**src/rtl/qrsa_pkg.sv**
```systemverilog
// Package with the shared types and constants of the quad-to-rectangle address generator.
`timescale 1ns / 1ps
`default_nettype none
package qrsa_pkg;

	// Coordinate width and its largest value.
	localparam int CW        = 12;
	localparam int COORD_MAX = (1 << CW) - 1;
	// Width of a product of a coordinate difference and an index.
	localparam int PW        = 2 * CW;
	// Number of configuration registers and the width of their index.
	localparam int NUM_REGS  = 8;
	localparam int RIW       = $clog2(NUM_REGS);

	typedef logic [CW-1:0] coord_t;

	// Register indexes of the configuration port.
	typedef enum logic [RIW-1:0] {
		REG_TOP_LEFT_X     = 3'd0,
		REG_TOP_LEFT_Y     = 3'd1,
		REG_BOTTOM_LEFT_X  = 3'd2,
		REG_BOTTOM_LEFT_Y  = 3'd3,
		REG_TOP_RIGHT_X    = 3'd4,
		REG_TOP_RIGHT_Y    = 3'd5,
		REG_BOTTOM_RIGHT_X = 3'd6,
		REG_BOTTOM_RIGHT_Y = 3'd7
	} reg_idx_t;

	// Input word: one output pixel position.
	typedef struct packed {
		coord_t out_col;
		coord_t out_row;
	} in_t;

	// Output word: source address and derived output size.
	typedef struct packed {
		coord_t src_x;
		coord_t src_y;
		logic   in_range;
		coord_t out_width;
		coord_t out_height;
	} out_t;

endpackage
`default_nettype wire

```
**src/rtl/qrsa_cfg.sv**
```systemverilog
// Corner registers and the derived output width and height.
`timescale 1ns / 1ps
`default_nettype none
module qrsa_cfg
	import qrsa_pkg::*;
(
	input  wire logic           clk,
	input  wire logic           arst_n,
	input  wire logic           cfg_wr_en,
	input  wire logic [RIW-1:0] cfg_index,
	input  wire logic [CW-1:0]  cfg_data,
	output coord_t              tlx,
	output coord_t              tly,
	output coord_t              blx,
	output coord_t              bly,
	output coord_t              trx,
	output coord_t              try_,
	output coord_t              brx,
	output coord_t              bry,
	output coord_t              width,
	output coord_t              height
);

	coord_t tlx_q, tly_q, blx_q, bly_q, trx_q, try_q, brx_q, bry_q;
	coord_t width_q, height_q;
	logic [CW:0] wdiff, hdiff;
	coord_t lo_x, hi_x, lo_y, hi_y;

	// Register writes; every index in the list is decoded.
	always_ff @(posedge clk or negedge arst_n) begin
		if (!arst_n) begin
			tlx_q <= '0;
			tly_q <= '0;
			blx_q <= '0;
			bly_q <= coord_t'(COORD_MAX);
			trx_q <= coord_t'(COORD_MAX);
			try_q <= '0;
			brx_q <= coord_t'(COORD_MAX);
			bry_q <= coord_t'(COORD_MAX);
		end else if (cfg_wr_en) begin
			case (reg_idx_t'(cfg_index))
				REG_TOP_LEFT_X:     tlx_q <= cfg_data;
				REG_TOP_LEFT_Y:     tly_q <= cfg_data;
				REG_BOTTOM_LEFT_X:  blx_q <= cfg_data;
				REG_BOTTOM_LEFT_Y:  bly_q <= cfg_data;
				REG_TOP_RIGHT_X:    trx_q <= cfg_data;
				REG_TOP_RIGHT_Y:    try_q <= cfg_data;
				REG_BOTTOM_RIGHT_X: brx_q <= cfg_data;
				REG_BOTTOM_RIGHT_Y: bry_q <= cfg_data;
				default: ;
			endcase
		end
	end

	// Extents of the quadrilateral; a crossed pair gives zero.
	always_comb begin
		lo_x  = (tlx_q < blx_q) ? tlx_q : blx_q;
		hi_x  = (trx_q > brx_q) ? trx_q : brx_q;
		lo_y  = (tly_q < try_q) ? tly_q : try_q;
		hi_y  = (bly_q > bry_q) ? bly_q : bry_q;
		wdiff = {1'b0, hi_x} - {1'b0, lo_x};
		hdiff = {1'b0, hi_y} - {1'b0, lo_y};
	end

	always_ff @(posedge clk or negedge arst_n) begin
		if (!arst_n) begin
			width_q  <= '0;
			height_q <= '0;
		end else begin
			width_q  <= wdiff[CW] ? '0 : wdiff[CW-1:0];
			height_q <= hdiff[CW] ? '0 : hdiff[CW-1:0];
		end
	end

	assign tlx    = tlx_q;
	assign tly    = tly_q;
	assign blx    = blx_q;
	assign bly    = bly_q;
	assign trx    = trx_q;
	assign try_   = try_q;
	assign brx    = brx_q;
	assign bry    = bry_q;
	assign width  = width_q;
	assign height = height_q;

endmodule
`default_nettype wire

```
**config.mk**
```make
export PLATFORM = sky130hd
export DESIGN_NAME = qrsa_cfg
export DESIGN_NICKNAME = d
export VERILOG_FILES = /design/src/rtl/qrsa_pkg.sv /design/src/rtl/qrsa_cfg.sv
export SDC_FILE = /design/constraint.sdc
export NUM_CORES = 1
export LEC_CHECK = 0
export BUFFER_PORTS_ARGS = -buffer_cell sky130_fd_sc_hd__buf_2
export CAP_MARGIN = 40
export CORE_MARGIN = 5
export CORE_UTILIZATION = 25
export CTS_BUF_LIST = sky130_fd_sc_hd__clkbuf_8
export CTS_CLUSTER_DIAMETER = 40
export DETAILED_ROUTE_END_ITERATION = 12
export PLACE_DENSITY = 0.52
export SLEW_MARGIN = 20
export SYNTH_ARGS = -nofsm -noshare
export SYNTH_HDL_FRONTEND = slang
export SYNTH_SLANG_ARGS = --single-unit
```
**constraint.sdc**
```tcl
create_clock -name clk -period 4.25 [get_ports clk]
set_input_delay 0.85 -clock clk [delete_from_list [all_inputs] [get_ports clk]]
set_output_delay 0.85 -clock clk [all_outputs]
set_load 0.1 [all_outputs]
```
* Word-level counts from Yosys, hierarchy flattened
Cells that the tools add are included.
Storage, ports and cells: bits in registers 120, bits of input ports 18, output and inout port bits 120, logic and storage cells 38
Operators by class: $add $sub $neg 2, magnitude comparators 4, equality and inequality tests 7, muxes and demuxes 6, reduce and logical (&&, ||, !) cells 9
Operators with widths (number):
- 2-to-1 mux 12 bit | 6
- subtractor 12 x 12 -> 13 bit | 2
- greater-than comparator 12 bit | 2
- < comparator 12 bit | 2
- AND reduction 2 bit | 8
- equality test 3 bit, second input constant | 4
- equality test 3 x 2 -> 1 bit, second input constant | 2
- equality test 3 x 1 -> 1 bit, second input constant | 1
- logical NOT 3 bit | 1

* Longest topological paths before layout
depth after elaboration 4, depth in mapped cells 16, mapped depth without buffers 14

* Worst setup path before layout
OpenSTA, ideal clock, no wires.
kind reg2reg, start reg try_q[9] (netlist: try_[9]), end reg height_q[4] (netlist: height[4]), setup time 0.094 ns, arrival 4.303 ns, setup slack -0.147 ns, cell stages (with the launch flop) 17, buffers on the path 2, cells stage by stage dfrtp_1 > inv_1 > ha_1 > a21o_1 > a21oi_1 > nor2b_1 > or4_1 > buf_6 > mux2_4 > ha_1 > fa_1 > nor2b_1 > o31a_1 > nor3_1 > o41a_1 > buf_2 > a211oi_1
On the way: cells in the longest elaborated chain, start to end 4
RTL lines:
- start: declaration | RTL line qrsa_cfg.sv:24 | coord_t tlx_q, tly_q, blx_q, bly_q, trx_q, try_q, brx_q, bry_q;
- start signal: assignment | RTL line qrsa_cfg.sv:47 | REG_TOP_RIGHT_Y: try_q <= cfg_data;
- < comparator 12 bit | RTL line qrsa_cfg.sv:59 | lo_y = (tly_q < try_q) ? tly_q : try_q;
- 2-to-1 mux 12 bit * | RTL line qrsa_cfg.sv:59
- subtractor 12 x 12 -> 13 bit * | RTL line qrsa_cfg.sv:62 | hdiff = {1'b0, hi_y} - {1'b0, lo_y};
- 2-to-1 mux 12 bit * | RTL line qrsa_cfg.sv:71 | height_q <= hdiff[CW] ? '0 : hdiff[CW-1:0];
- end signal: assignment | RTL line qrsa_cfg.sv:71
- end: declaration | RTL line qrsa_cfg.sv:25 | coord_t width_q, height_q;
Mark *: on every way between the ends. The rest lies on a longest branch, timed or not. A chain may end at the register's enable or synchronous reset.

* Final worst setup path
start reg bry_q[1] (netlist: bry[1]), end reg height_q[7] (netlist: height[7])
On the way: cells in the longest elaborated chain, start to end 4
RTL lines:
- start: declaration | RTL line qrsa_cfg.sv:24
- start signal: assignment | RTL line qrsa_cfg.sv:39 | bry_q <= coord_t'(COORD_MAX);
- start signal: assignment | RTL line qrsa_cfg.sv:49 | REG_BOTTOM_RIGHT_Y: bry_q <= cfg_data;
- greater-than comparator 12 bit | RTL line qrsa_cfg.sv:60 | hi_y = (bly_q > bry_q) ? bly_q : bry_q;
- 2-to-1 mux 12 bit * | RTL line qrsa_cfg.sv:60
- subtractor 12 x 12 -> 13 bit * | RTL line qrsa_cfg.sv:62
- 2-to-1 mux 12 bit * | RTL line qrsa_cfg.sv:71
Marked as above.

==> run summary <==
vias in the first global route -> 5674
CP delay by family, top -> compound AO/OA/AOI/OAI gates
hold buffer count at CTS -> 0
Vias -> 5454
CTS tree -> yes
WL/cell -> 17.9 microns
Final Max Tran Viols -> 0
Max Clock Skew -> 0.0126 ns
Initial Utilization -> 25.2%
worst r2r path cells -> 15
First DRT Iteration DRCs -> 208
data arrival time of the critical path -> 4.34 ns
crit share post-route -> 95.1%
Die X -> 180 microns
largest net degree at the start of global routing -> 74
CP Class -> register to register
Reg2Reg Setup Slack -> 0.21 ns
RSZ-0062 raised after global routing -> false
fin crit period -> 4.04 ns
Worst Path Buf+Inv -> 3
H-tree Lvls -> 4
CP Depth -> 15
Slew Limit Headroom -> 55.1%
CTS sink cnt -> 120
synthesis-stage register bit count -> 120
height of the die -> 180 microns
GP Congestion -> 0.855
residual DRC count -> 0
Vias/cell -> 4.55
remaining global-route overflow -> 0
initial antenna violation count -> 1
First-pass DRT Iterations -> 4
Fin Setup TNS -> 0 ns
first-pass GRT wire length -> 33.9 mm
# resized after CTS -> 0
worst flop-to-flop path startpoint -> bry[1]$_DFFE_PN1P_
setup ws final -> 0.208 ns
Max Cap Violations -> 0
die area -> 0.0323 sq mm
slowest CP cell -> dfstp_2
row count -> 62
Peak Freq -> 247 MHz
pre-CTS WS -> 0.203 ns
core box area -> 0.0286 sq mm
mapped cell area -> 0.00721 sq mm
Synth Instances -> 638
syn nets -> 728
slowest cell delay on critical path -> 0.59 ns
Post-synth ARST share -> 100%
Post-DRT Antenna Nets -> 0
outcome -> finished clean
Overall Global Routing Usage -> 13.3%
Post-synth EDFFs -> 0
endpoints failing hold -> 0
post-synth cell types -> 54
nets@finish -> 890
Mapped Avg Cell Area -> 11.3 sq um
Max Fanout on Critical Path -> 9
path category of the worst min-delay check -> input pin to async pin
share of cells above drive strength 1 -> 45.8%
CP Data Required Time -> 4.55 ns
Setup crit end kind -> register
CP cell instances -> inv_1 > ha_1 > nor2b_1 > o211ai_1 > a211o_1 > a31oi_1 > buf_4 > mux2_2 > ha_1 > a21oi_1 > nor2_1 > o41ai_1 > buf_4 > o41a_1 > o22ai_1
ys flop type -> dfrtp_1
io pins -> 138
dpl hpwl -> 16.8 mm
final setup vio count -> 0
Clk Latency, worst-skew pair -> 0.44 ns
Startpoint Class -> register
Seq/Total Area, Yosys -> 42.5%
end of the critical path -> height[7]$_DFF_PN0_
PortBufs -> 137
slew of the pin with the lowest slew margin -> 0.674 ns
Syn. warnings -> 0
Post-CTS Setup Bufs -> 0
worst flop-to-flop path endpoint -> height[7]$_DFF_PN0_
Clock Tree Buf Depth -> 2
clock root buffer master -> clkbuf_8
Routed WL -> 21.4 mm
clock-pin slew on the worst setup and hold paths -> 0.08 ns
clock buffer count from CTS -> 17
Layout area overhead -> 25.3%
CP Launch Point -> bry[1]$_DFFE_PN1P_
==> state kept, by name, indices dropped and copies added (netlist names) <==
name / cells
try_: 12
height: 12
brx: 12
width: 12
tlx: 12
trx: 12
blx: 12
bry: 12
tly: 12
bly: 12
==> how the worst min path moves through the flow <==
stage                     cells after the start               start              endpoint  slack [ns]
after global placement                        2  trx[0]$_DFFE_PN1P_    trx[0]$_DFFE_PN1P_        0.52
final                                         1              arst_n    tly[4]$_DFFE_PN0P_        0.46
after detailed placement                      2  trx[0]$_DFFE_PN1P_    trx[0]$_DFFE_PN1P_        0.52
after CTS                                     1              arst_n    tly[4]$_DFFE_PN0P_        0.44
after global routing                          1              arst_n  height[10]$_DFF_PN0_        0.47
after floorplan                               0              arst_n    blx[0]$_DFFE_PN0P_        0.55
==> metal layers <==
metal | vias to the layer above | track usage, % | share of wire (%)
met2 | 113 | 22.0 | 47
met1 | 2674 | 16.5 | 44
met4 | 0 | 4.15 | 1.9
met5 | - | 0 | 0
met3 | 25 | 4.41 | 6.2
li1 | 2642 | - | -
==> cell usage in the layout, fill, tap and decap left out, types with 22 or more instances in the layout <==
cell     synthesis  layout
dfstp_2         48      48
a21oi_1         32      32
dfrtp_1         72      59
nor2_1          22      22
mux2i_1         29      29
mux2_2         108     108
buf_2            5     136
ha_1            70      70
o21ai_0         28      28
inv_1           52      52
nand2_1         29      29
==> cell type report <==
type                    count  area (sq um)
fillers                  2964         19600
multi-input cells         449          3880
flip-flops and latches    120          3080
repair buffers            160           901
well taps                 384           480
clock buffers              20           275
clock inverters            12           220
inverters                  52           195
diodes                      1          2.50
==> logic make-up after synthesis <==
group,Yosys count,synth area share [%]
DFF,120,42.5
and+or+nand+nor,116,8.31
buffers and inverters,69,4.01
xor gates and xnor gates,4,0.486
adders and majority gates,72,12.7
AOI/OAI and AO/OA,118,10.7
muxes,139,21.3
==> worst reg2reg max path: stages, from the launching register on <==
cell	delay, ns
dfstp_2	0.59
inv_1	0.05
ha_1	0.28
nor2b_1	0.14
o211ai_1	0.12
a211o_1	0.27
a31oi_1	0.22
buf_4	0.23
mux2_2	0.37
ha_1	0.31
a21oi_1	0.15
nor2_1	0.07
o41ai_1	0.37
buf_4	0.20
o41a_1	0.39
o22ai_1	0.16
==> metrics by stage <==
step	area [sq um]	hold slack [ns]	std cells	util, %
detailed placement	8510	0.522	1163	29.7
global route	9030	0.474	1197	31.6
floorplan	7230	0.554	638	-
global placement	8480	0.515	1159	29.6
CTS	9010	0.444	1195	31.5
finish	9030	0.457	1198	31.6
==> cell usage after synthesis (8+ instances only) <==
cell | n | share of area [%]
nand2_1 | 29 | 1.5
nand3_1 | 8 | 0.56
nand4_1 | 8 | 0.69
o21ai_0 | 28 | 1.9
dfstp_2 | 48 | 17
ha_1 | 70 | 12
nor2b_1 | 9 | 0.78
dfrtp_1 | 72 | 25
mux2i_1 | 29 | 4.0
nand2b_1 | 9 | 0.78
nor3_1 | 12 | 0.83
inv_1 | 52 | 2.7
a21oi_1 | 32 | 2.2
mux2_2 | 108 | 17
nor2_1 | 22 | 1.1
a21o_1 | 12 | 1.2
a211oi_1 | 8 | 0.83
Power is left out: the tool's default activity adds up to more than one toggle a clock period on the data nets, which glitch-free logic cannot reach.
